--- src/sv/jpp_pkg.sv ---
`timescale 1ns / 1ps
`default_nettype none

package jpp_pkg;

    // Field and state widths
    localparam int LVL_W     = 5;
    localparam int CNT_W     = 4;
    localparam int POS_W     = CNT_W + 1;
    localparam int MODE_W    = 2;
    localparam int MAX_DEPTH_DEFAULT = 12;

    // Plan slots: flushed bracket, current byte, bracket flushed at end of text
    localparam int NUM_SLOTS = 6;
    localparam int IDX_W     = $clog2(NUM_SLOTS);
    localparam int SLOT_A0   = 0;
    localparam int SLOT_A1   = 1;
    localparam int SLOT_B0   = 2;
    localparam int SLOT_B1   = 3;
    localparam int SLOT_C0   = 4;
    localparam int SLOT_C1   = 5;

    // Format modes (code 3 behaves as compact)
    localparam logic [MODE_W-1:0] MODE_PASS    = 2'd0;
    localparam logic [MODE_W-1:0] MODE_COMPACT = 2'd1;
    localparam logic [MODE_W-1:0] MODE_PRETTY  = 2'd2;

    // Characters
    localparam logic [7:0] CH_TAB    = 8'h09;
    localparam logic [7:0] CH_LF     = 8'h0A;
    localparam logic [7:0] CH_CR     = 8'h0D;
    localparam logic [7:0] CH_SP     = 8'h20;
    localparam logic [7:0] CH_QUOTE  = 8'h22;
    localparam logic [7:0] CH_COMMA  = 8'h2C;
    localparam logic [7:0] CH_COLON  = 8'h3A;
    localparam logic [7:0] CH_LBRACK = 8'h5B;
    localparam logic [7:0] CH_BSLASH = 8'h5C;
    localparam logic [7:0] CH_RBRACK = 8'h5D;
    localparam logic [7:0] CH_LBRACE = 8'h7B;
    localparam logic [7:0] CH_RBRACE = 8'h7D;

    typedef struct packed {
        logic [7:0] in_byte;
        logic       end_of_text;
    } in_word_t;

    typedef struct packed {
        logic [7:0] out_byte;
        logic       last_of_run;
    } out_word_t;

    // One plan slot: a single byte, or CR LF plus 2*cnt spaces
    typedef struct packed {
        logic             vld;
        logic             is_nl;
        logic [7:0]       data;
        logic [CNT_W-1:0] cnt;
    } slot_t;

    typedef slot_t [NUM_SLOTS-1:0] slot_vec_t;

    typedef struct packed {
        logic      vld;
        slot_vec_t slots;
    } plan_t;

    function automatic slot_t byte_slot(input logic [7:0] b);
        slot_t s;
        s.vld   = 1'b1;
        s.is_nl = 1'b0;
        s.data  = b;
        s.cnt   = '0;
        return s;
    endfunction

    // Newline slot; negative levels print no spaces
    function automatic slot_t nl_slot(input logic signed [LVL_W-1:0] lvl);
        slot_t s;
        s.vld   = 1'b1;
        s.is_nl = 1'b1;
        s.data  = CH_CR;
        s.cnt   = (lvl > 0) ? lvl[CNT_W-1:0] : '0;
        return s;
    endfunction

    function automatic logic is_ws(input logic [7:0] c);
        return (c == CH_SP) || (c == CH_TAB) || (c == CH_CR) || (c == CH_LF);
    endfunction

    // Lowest valid slot above cur; MSB flags a hit
    function automatic logic [IDX_W:0] next_slot(input slot_vec_t slots,
                                                 input logic [IDX_W-1:0] cur,
                                                 input logic from_start);
        logic [IDX_W:0] res;
        res = '0;
        for (int j = NUM_SLOTS - 1; j >= 0; j--) begin
            if (slots[j].vld && (from_start || (j > int'(cur)))) begin
                res = {1'b1, IDX_W'(j)};
            end
        end
        return res;
    endfunction

endpackage

`default_nettype wire

--- src/sv/json_pretty_printer_top.sv ---
// With the output idle, a word accepted into the input register is decoded into a plan that
// loads the output sequencer, which then puts the word's first output byte on dst.
// Throughput: one output byte per cycle while dst_stall is low, set by the single-byte output
// sequencer walking the word's plan.
// Words that produce no output are absorbed at one per cycle.
// Reset (rst_n low, asynchronous) clears mode to passthrough and all formatter state.
`timescale 1ns / 1ps
`default_nettype none

module json_pretty_printer_top
    import jpp_pkg::*;
#(
    parameter int MAX_DEPTH = MAX_DEPTH_DEFAULT
)
(
    input  wire logic              clk,
    input  wire logic              rst_n,
    input  wire logic              cfg_we,
    input  wire logic [MODE_W-1:0] cfg_wdata,
    input  wire logic              src_valid,
    output      logic              src_stall,
    input  wire in_word_t          src_word,
    output      logic              dst_valid,
    input  wire logic              dst_stall,
    output      out_word_t         dst_word
);

    logic [MODE_W-1:0] mode_reg;
    plan_t             plan;
    logic              plan_ready;

    // Format mode register
    always_ff @(posedge clk or negedge rst_n)
    begin
        if (!rst_n)
            mode_reg <= MODE_PASS;
        else if (cfg_we)
            mode_reg <= cfg_wdata;
    end

    jpp_plan #(
        .MAX_DEPTH (MAX_DEPTH)
    ) u_plan (
        .clk        (clk),
        .rst_n      (rst_n),
        .mode       (mode_reg),
        .src_valid  (src_valid),
        .src_stall  (src_stall),
        .src_word   (src_word),
        .plan       (plan),
        .plan_ready (plan_ready)
    );

    jpp_emit u_emit (
        .clk        (clk),
        .rst_n      (rst_n),
        .plan       (plan),
        .plan_ready (plan_ready),
        .dst_valid  (dst_valid),
        .dst_stall  (dst_stall),
        .dst_word   (dst_word)
    );

endmodule

`default_nettype wire

--- src/sv/jpp_plan.sv ---
`timescale 1ns / 1ps
`default_nettype none

module jpp_plan
    import jpp_pkg::*;
#(
    parameter int MAX_DEPTH = MAX_DEPTH_DEFAULT
)
(
    input  wire logic              clk,
    input  wire logic              rst_n,
    input  wire logic [MODE_W-1:0] mode,
    input  wire logic              src_valid,
    output      logic              src_stall,
    input  wire in_word_t          src_word,
    output      plan_t             plan,
    input  wire logic              plan_ready
);

    localparam logic signed [LVL_W-1:0] MAX_LVL = LVL_W'(MAX_DEPTH);
    localparam logic signed [LVL_W-1:0] MIN_LVL = -MAX_LVL;

    logic                    in_full_reg;
    in_word_t                in_word_reg;
    logic                    inside_reg, inside_next;
    logic                    esc_reg, esc_next;
    logic signed [LVL_W-1:0] lvl_reg, lvl_next;
    logic                    held_reg, held_next;
    logic                    sq_reg, sq_next;

    slot_vec_t               slots;
    logic                    has_bytes;
    logic                    consume;

    // Decode the held word into a plan and the next formatter state
    always_comb
    begin
        logic [7:0]              c;
        logic                    eot;
        logic [7:0]              open_b;
        logic [7:0]              close_b;
        logic signed [LVL_W-1:0] lvl;

        c       = in_word_reg.in_byte;
        eot     = in_word_reg.end_of_text;
        open_b  = sq_reg ? CH_LBRACK : CH_LBRACE;
        close_b = sq_reg ? CH_RBRACK : CH_RBRACE;
        lvl     = lvl_reg;

        slots       = '0;
        inside_next = inside_reg;
        esc_next    = esc_reg;
        held_next   = held_reg;
        sq_next     = sq_reg;

        if (mode == MODE_PRETTY)
        begin
            if (inside_reg)
            begin
                slots[SLOT_B0] = byte_slot(c);
                if (esc_reg)
                    esc_next = 1'b0;
                else if (c == CH_BSLASH)
                    esc_next = 1'b1;
                else if (c == CH_QUOTE)
                    inside_next = 1'b0;
            end
            else if (!is_ws(c))
            begin
                if (held_reg && (c == close_b))
                begin
                    // empty pair stays on one line
                    slots[SLOT_A0] = byte_slot(open_b);
                    slots[SLOT_B0] = byte_slot(c);
                    held_next      = 1'b0;
                end
                else
                begin
                    if (held_reg)
                    begin
                        slots[SLOT_A0] = byte_slot(open_b);
                        if (lvl < MAX_LVL)
                            lvl = lvl + LVL_W'(1);
                        slots[SLOT_A1] = nl_slot(lvl);
                        held_next      = 1'b0;
                    end
                    case (c)
                        CH_QUOTE:
                        begin
                            inside_next    = 1'b1;
                            slots[SLOT_B0] = byte_slot(c);
                        end
                        CH_LBRACE, CH_LBRACK:
                        begin
                            held_next = 1'b1;
                            sq_next   = (c == CH_LBRACK);
                        end
                        CH_RBRACE, CH_RBRACK:
                        begin
                            if (lvl > MIN_LVL)
                                lvl = lvl - LVL_W'(1);
                            slots[SLOT_B0] = nl_slot(lvl);
                            slots[SLOT_B1] = byte_slot(c);
                        end
                        CH_COMMA:
                        begin
                            slots[SLOT_B0] = byte_slot(c);
                            slots[SLOT_B1] = nl_slot(lvl);
                        end
                        CH_COLON:
                        begin
                            slots[SLOT_B0] = byte_slot(c);
                            slots[SLOT_B1] = byte_slot(CH_SP);
                        end
                        default:
                        begin
                            slots[SLOT_B0] = byte_slot(c);
                        end
                    endcase
                end
            end

            // end of text flushes a bracket still held
            if (eot && held_next)
            begin
                slots[SLOT_C0] = byte_slot(sq_next ? CH_LBRACK : CH_LBRACE);
                if (lvl < MAX_LVL)
                    lvl = lvl + LVL_W'(1);
                slots[SLOT_C1] = nl_slot(lvl);
                held_next      = 1'b0;
            end
        end
        else
        begin
            // leaving pretty mode releases a held bracket as a bare byte
            if (held_reg)
            begin
                slots[SLOT_A0] = byte_slot(open_b);
                held_next      = 1'b0;
            end
            if (mode == MODE_PASS)
            begin
                slots[SLOT_B0] = byte_slot(c);
            end
            else if (inside_reg)
            begin
                slots[SLOT_B0] = byte_slot(c);
                if (esc_reg)
                    esc_next = 1'b0;
                else if (c == CH_BSLASH)
                    esc_next = 1'b1;
                else if (c == CH_QUOTE)
                    inside_next = 1'b0;
            end
            else if (c == CH_QUOTE)
            begin
                inside_next    = 1'b1;
                slots[SLOT_B0] = byte_slot(c);
            end
            else if (!is_ws(c))
            begin
                slots[SLOT_B0] = byte_slot(c);
            end
        end

        lvl_next = lvl;
        if (eot)
        begin
            inside_next = 1'b0;
            esc_next    = 1'b0;
            lvl_next    = '0;
            held_next   = 1'b0;
            sq_next     = 1'b0;
        end
    end

    // Handshake toward the emitter; words with no output never wait
    always_comb
    begin
        has_bytes = 1'b0;
        for (int j = 0; j < NUM_SLOTS; j++)
            has_bytes = has_bytes | slots[j].vld;
        consume    = in_full_reg && (!has_bytes || plan_ready);
        src_stall  = in_full_reg && !consume;
        plan.vld   = in_full_reg && has_bytes;
        plan.slots = slots;
    end

    // Control and formatter state
    always_ff @(posedge clk or negedge rst_n)
    begin
        if (!rst_n)
        begin
            in_full_reg <= 1'b0;
            inside_reg  <= 1'b0;
            esc_reg     <= 1'b0;
            lvl_reg     <= '0;
            held_reg    <= 1'b0;
            sq_reg      <= 1'b0;
        end
        else
        begin
            if (src_valid && !src_stall)
                in_full_reg <= 1'b1;
            else if (consume)
                in_full_reg <= 1'b0;
            if (consume)
            begin
                inside_reg <= inside_next;
                esc_reg    <= esc_next;
                lvl_reg    <= lvl_next;
                held_reg   <= held_next;
                sq_reg     <= sq_next;
            end
        end
    end

    // Input word register
    always_ff @(posedge clk)
    begin
        if (src_valid && !src_stall)
            in_word_reg <= src_word;
    end

    a_lvl_bounds: assert property (@(posedge clk) disable iff (!rst_n)
        (lvl_reg <= MAX_LVL) && (lvl_reg >= MIN_LVL))
        else $error("indent level out of range");

    a_eot_clears: assert property (@(posedge clk) disable iff (!rst_n)
        consume && in_word_reg.end_of_text |=>
        (lvl_reg == '0) && !held_reg && !inside_reg && !esc_reg)
        else $error("end of text did not clear formatter state");

endmodule

`default_nettype wire

--- src/sv/jpp_emit.sv ---
`timescale 1ns / 1ps
`default_nettype none

module jpp_emit
    import jpp_pkg::*;
(
    input  wire logic      clk,
    input  wire logic      rst_n,
    input  wire plan_t     plan,
    output      logic      plan_ready,
    output      logic      dst_valid,
    input  wire logic      dst_stall,
    output      out_word_t dst_word
);

    logic             busy_reg;
    slot_vec_t        slots_reg;
    logic [IDX_W-1:0] idx_reg;
    logic [POS_W-1:0] pos_reg;

    slot_t            cur;
    logic             slot_end;
    logic [IDX_W:0]   nxt;
    logic [IDX_W:0]   first;
    logic             advance;
    logic             finishing;
    logic             load;

    // Current output byte from the active slot
    always_comb
    begin
        cur      = slots_reg[idx_reg];
        slot_end = !cur.is_nl || (pos_reg == {cur.cnt, 1'b1});
        nxt      = next_slot(slots_reg, idx_reg, 1'b0);
        first    = next_slot(plan.slots, '0, 1'b1);

        if (!cur.is_nl)
            dst_word.out_byte = cur.data;
        else if (pos_reg == POS_W'(0))
            dst_word.out_byte = CH_CR;
        else if (pos_reg == POS_W'(1))
            dst_word.out_byte = CH_LF;
        else
            dst_word.out_byte = CH_SP;
        dst_word.last_of_run = slot_end && !nxt[IDX_W];

        dst_valid  = busy_reg;
        advance    = busy_reg && !dst_stall;
        finishing  = advance && dst_word.last_of_run;
        plan_ready = !busy_reg || finishing;
        load       = plan_ready && plan.vld;
    end

    // Sequencer control
    always_ff @(posedge clk or negedge rst_n)
    begin
        if (!rst_n)
        begin
            busy_reg <= 1'b0;
            idx_reg  <= '0;
            pos_reg  <= '0;
        end
        else if (load)
        begin
            busy_reg <= 1'b1;
            idx_reg  <= first[IDX_W-1:0];
            pos_reg  <= '0;
        end
        else if (finishing)
        begin
            busy_reg <= 1'b0;
        end
        else if (advance)
        begin
            if (slot_end)
            begin
                idx_reg <= nxt[IDX_W-1:0];
                pos_reg <= '0;
            end
            else
            begin
                pos_reg <= pos_reg + POS_W'(1);
            end
        end
    end

    // Plan store
    always_ff @(posedge clk)
    begin
        if (load)
            slots_reg <= plan.slots;
    end

    a_hold_on_stall: assert property (@(posedge clk) disable iff (!rst_n)
        busy_reg && dst_stall |=> busy_reg && $stable(idx_reg) && $stable(pos_reg))
        else $error("sequencer moved while output stalled");

    a_slot_live: assert property (@(posedge clk) disable iff (!rst_n)
        busy_reg |-> cur.vld)
        else $error("sequencer points at an empty slot");

    a_byte_slot_pos: assert property (@(posedge clk) disable iff (!rst_n)
        busy_reg && !cur.is_nl |-> pos_reg == '0)
        else $error("byte slot with nonzero position");

endmodule

`default_nettype wire

--- config.mk ---
export PLATFORM = sky130hd
export DESIGN_NAME = json_pretty_printer_top
export DESIGN_NICKNAME = d
export VERILOG_FILES = /design/src/sv/jpp_pkg.sv /design/src/sv/json_pretty_printer_top.sv /design/src/sv/jpp_plan.sv /design/src/sv/jpp_emit.sv
export SDC_FILE = /design/constraint.sdc
export NUM_CORES = 1
export LEC_CHECK = 0
export ABC_AREA = 1
export BUFFER_PORTS_ARGS = -buffer_cell sky130_fd_sc_hd__buf_4
export CORE_ASPECT_RATIO = 1.75
export CORE_UTILIZATION = 35
export CTS_CLUSTER_SIZE = 12
export DETAILED_ROUTE_END_ITERATION = 8
export SYNTH_ARGS = -nofsm -noshare
export SYNTH_HDL_FRONTEND = slang
export SYNTH_SLANG_ARGS = --single-unit
export TNS_END_PERCENT = 30
--- constraint.sdc ---
create_clock -name clk -period 3.7 [get_ports clk]
set_clock_uncertainty 0.15 [all_clocks]
set_input_delay 0.185 -clock clk [delete_from_list [all_inputs] [get_ports clk]]
set_output_delay 0.185 -clock clk [all_outputs]
set_load 0.01 [all_outputs]
==> impl_metrics.yaml <==
cells_and_area:
  drive_gt1_share_pct: 18.0
  nFillCells: 1304
  final_util_pct: 42.1
  seqCellArea_mm2: 0.00212
  nets: 630
  multi_input_area_mm2: 0.00215
  area_delta_synth_final_pct: 16.4
  antenna_cells: 0
  largest_reg_flops: 44
floorplan:
  start_util_pct: 36.2
  core-area_mm2: 0.0130
  die_h_um: 155
  num_rows: 55
  dieArea_mm2: 0.0139
  die_w_um: 89.7
  ioPinCount: 27
pwr:
  pwr-share-clk_pct: 24.9
  leakage_nw: 2.47
  p_seq_share_pct: 36.7
  p_total_mw: 3.42
  power_density_mw_per_mm2: 625
  p_int_mw: 2.10
  p_sw_mw: 1.32
  combPwrFrac_pct: 38.4
  sw_frac_of_total_pct: 38.6
  ir_worst_vdd_v: 0.000244
grt:
  grt_pass1_vias: 3958
  antenna_found_initial: 0
  grt_first_pass_wirelength_um: 18600
  grt_remaining_overflow: 0
  grt_usage_pct: 17.6
  grt_max_degree: 28
routing:
  drt-total-wl_um: 11200
  wire_per_inst_um: 14.3
  dr.pass1.iters: 4
  vias: 3895
  drc: 0
  first_iter_violations: 189
  ant_nets: 0
  vias_per_cell: 4.97
placed_design:
  globalplace.congestion: 0.882
  dp_slack_ps: 507
  dp_hpwl_um: 8950
  io_buffers: 26
synth:
  synth.distinct_cells: 49
  synthesis.area_mm2: 0.00471
  avgSynthCellArea_um2: 8.33
  yosys-top-cells-count: "nand2_1, inv_1, edfxtp_1"
  yosysWarnings: 0
  synth_edf_count: 53
  yosysSeqAreaShare_pct: 45.0
  yosysTopAreaCellShare_pct: 33.8
  synth_cells: 565
  synth_seq_cells: 74
  synth_flop_cell: "edfxtp_1"
  yosysTopAreaCell: "edfxtp_1"
  synth_area_leaders: "edfxtp_1, dfrtp_1, nand2_1"
  async_flop_share_pct: 28.4
  yosysMostFrequentCell: "nand2_1"
job:
  max-cap-violations: 0
clock_tree:
  clockRootBuffer: "clkbuf_16"
  clk_pin_slew_ps: 60
  cts_buffers: 9
  clkSinkCount: 74
  clk_path_buf_depth: 2
  cts_tree: "done"
  htreeDepth: 3
  clk_latency_ps: 330
setup_path:
  setup.worst_path.end_class: "register"
  reg2regPathDepth: 18
  timing.rr.start: "u_plan.lvl_reg[0]$_DFFE_PN0P_"
  cp-start-kind: "register"
  crit_path_top_delay_cell: "dfrtp_1"
  critPathArrivalTime_ps: 3170
  slowest_delay_ps: 470
  crit_required_ps: 3630
  path_cells: "ha_1, nand2_1, nand3_1, nand2_1, ha_1, inv_1, nand3_1, nand3_1, nand2_1, nand3_1, nand2_1, nand2_1, ha_1, o21bai_1, nand2_1, nand2_1, nor2_2, nor3_1"
  path_common_cell: "nand2_1"
  worstPathMaxFanout: 8
  critPathLaunch: "u_plan.lvl_reg[0]$_DFFE_PN0P_"
  critPathKind: "reg2reg"
hold_path:
  min_from: "dst_stall"
  whs_path_depth: 5
  min_path_type: "in2reg"
timing:
  timing.fmax_ghz: 0.308
  period_minus_slack_ps: 3240
  holdWs_ps: 120
  fin_setup_tns_ps: 0
  rsz0062_at_grt: "false"
  slew_viol_final: 0
  fin_crit_sh_pct: 87.6
  hold_violations: 0
  setup_ws_ps: 457
  setup_viol: 0
run_status:
  status: "finished, final reports clean"
## cell families after synthesis
group           count (synthesis)  synth area share, %
buf+inv                        96                 9.51
other cells                     1               0.0796
mux                             2                0.452
flops                          74                 45.0
xor+xnor                        8                 1.49
simple gates                  303                 31.5
fa+ha+maj                       7                 1.86
compound gates                 74                 10.1
## worst paths after layout
kind / endpoint / slack (ps)
setup / recovery: u_emit.slots_reg[72]$_SDFFCE_PN0P_ / 460
hold / removal: u_emit.dst_valid$_DFFE_PN0P_ / 120
setup reg to reg: u_emit.slots_reg[72]$_SDFFCE_PN0P_ / 460
hold reg to reg: u_emit.slots_reg[39]$_DFFE_PP_ / 300
max in group asynchronous: u_emit.pos_reg[2]$_DFFE_PN0P_ / 3020
min in group asynchronous: u_plan.lvl_reg[3]$_DFFE_PN0P_ / 140
## critical path, delay by kind of cell (launching register included)
family | cells | cell delay [ps]
simple gates | 13 | 1280
fa+ha+maj | 3 | 870
flops | 1 | 470
compound gates | 1 | 150
buf+inv | 1 | 50
## area by class of cell
type	instances	area share [%]
Multi-Input combinational cell	396	39.2
Clock inverter	7	1.23
Tap cell	171	3.90
Inverter	81	5.82
Timing Repair Buffer	45	7.12
Clock buffer	9	4.11
Sequential cell	74	38.6
## metal layers
| metal | GRT usage (%) | routed length (um) | vias to the layer above |
|---|---|---|---|
| met4 | 11.6 | 661 | 0 |
| met2 | 32.4 | 6180 | 90 |
| met5 | 0 | 0 | - |
| li1 | - | - | 1972 |
| met3 | 2.33 | 249 | 47 |
| met1 | 17.7 | 4100 | 1786 |
## metrics by stage
stage,instance area (um2),cells
floorplan,4710,566
global placement,5030,751
global route,5480,783
CTS,5480,783
finish,5480,783
detailed placement,5030,751
## repair_timing
item / CTS / global route
setup endpoints to repair: 0 / 0
endpoints found under the hold margin: 33 / 0
hold buffers: 16 / 0
resized for setup: 0 / 0
buffers inserted: 0 / 0
## power by group through the flow
stage	Sequential (mW)	Combinational (mW)	Clock, mW
after floorplan	1.20	0.979	0
after global placement	1.27	1.29	0
after detailed placement	1.27	1.30	0
after CTS	1.26	1.32	0.870
after global routing	1.28	1.47	0.903
final	1.26	1.31	0.852
## placed cells by master, fill, tap and decap left out, drive strengths merged
master	instances
o22ai	2
bufinv	1
nor4	2
clkinvlp	1
dfrtp	21
o211ai	10
ha	7
a21oi	15
mux2	1
buf	29
nor3	15
clkbuf	9
o21ai	40
o21bai	1
mux2i	1
nand4	21
a221o	1
inv	79
nor2	60
or2	1
clkinv	7
conb	2
edfxtp	53
a31oi	2
dlygate4sd3	16
nand2	151
a21boi	1
o31ai	2
and2	1
xnor2	1
nand3	52
xor2	7
Note: power is estimated with default switching activity, not from simulation.
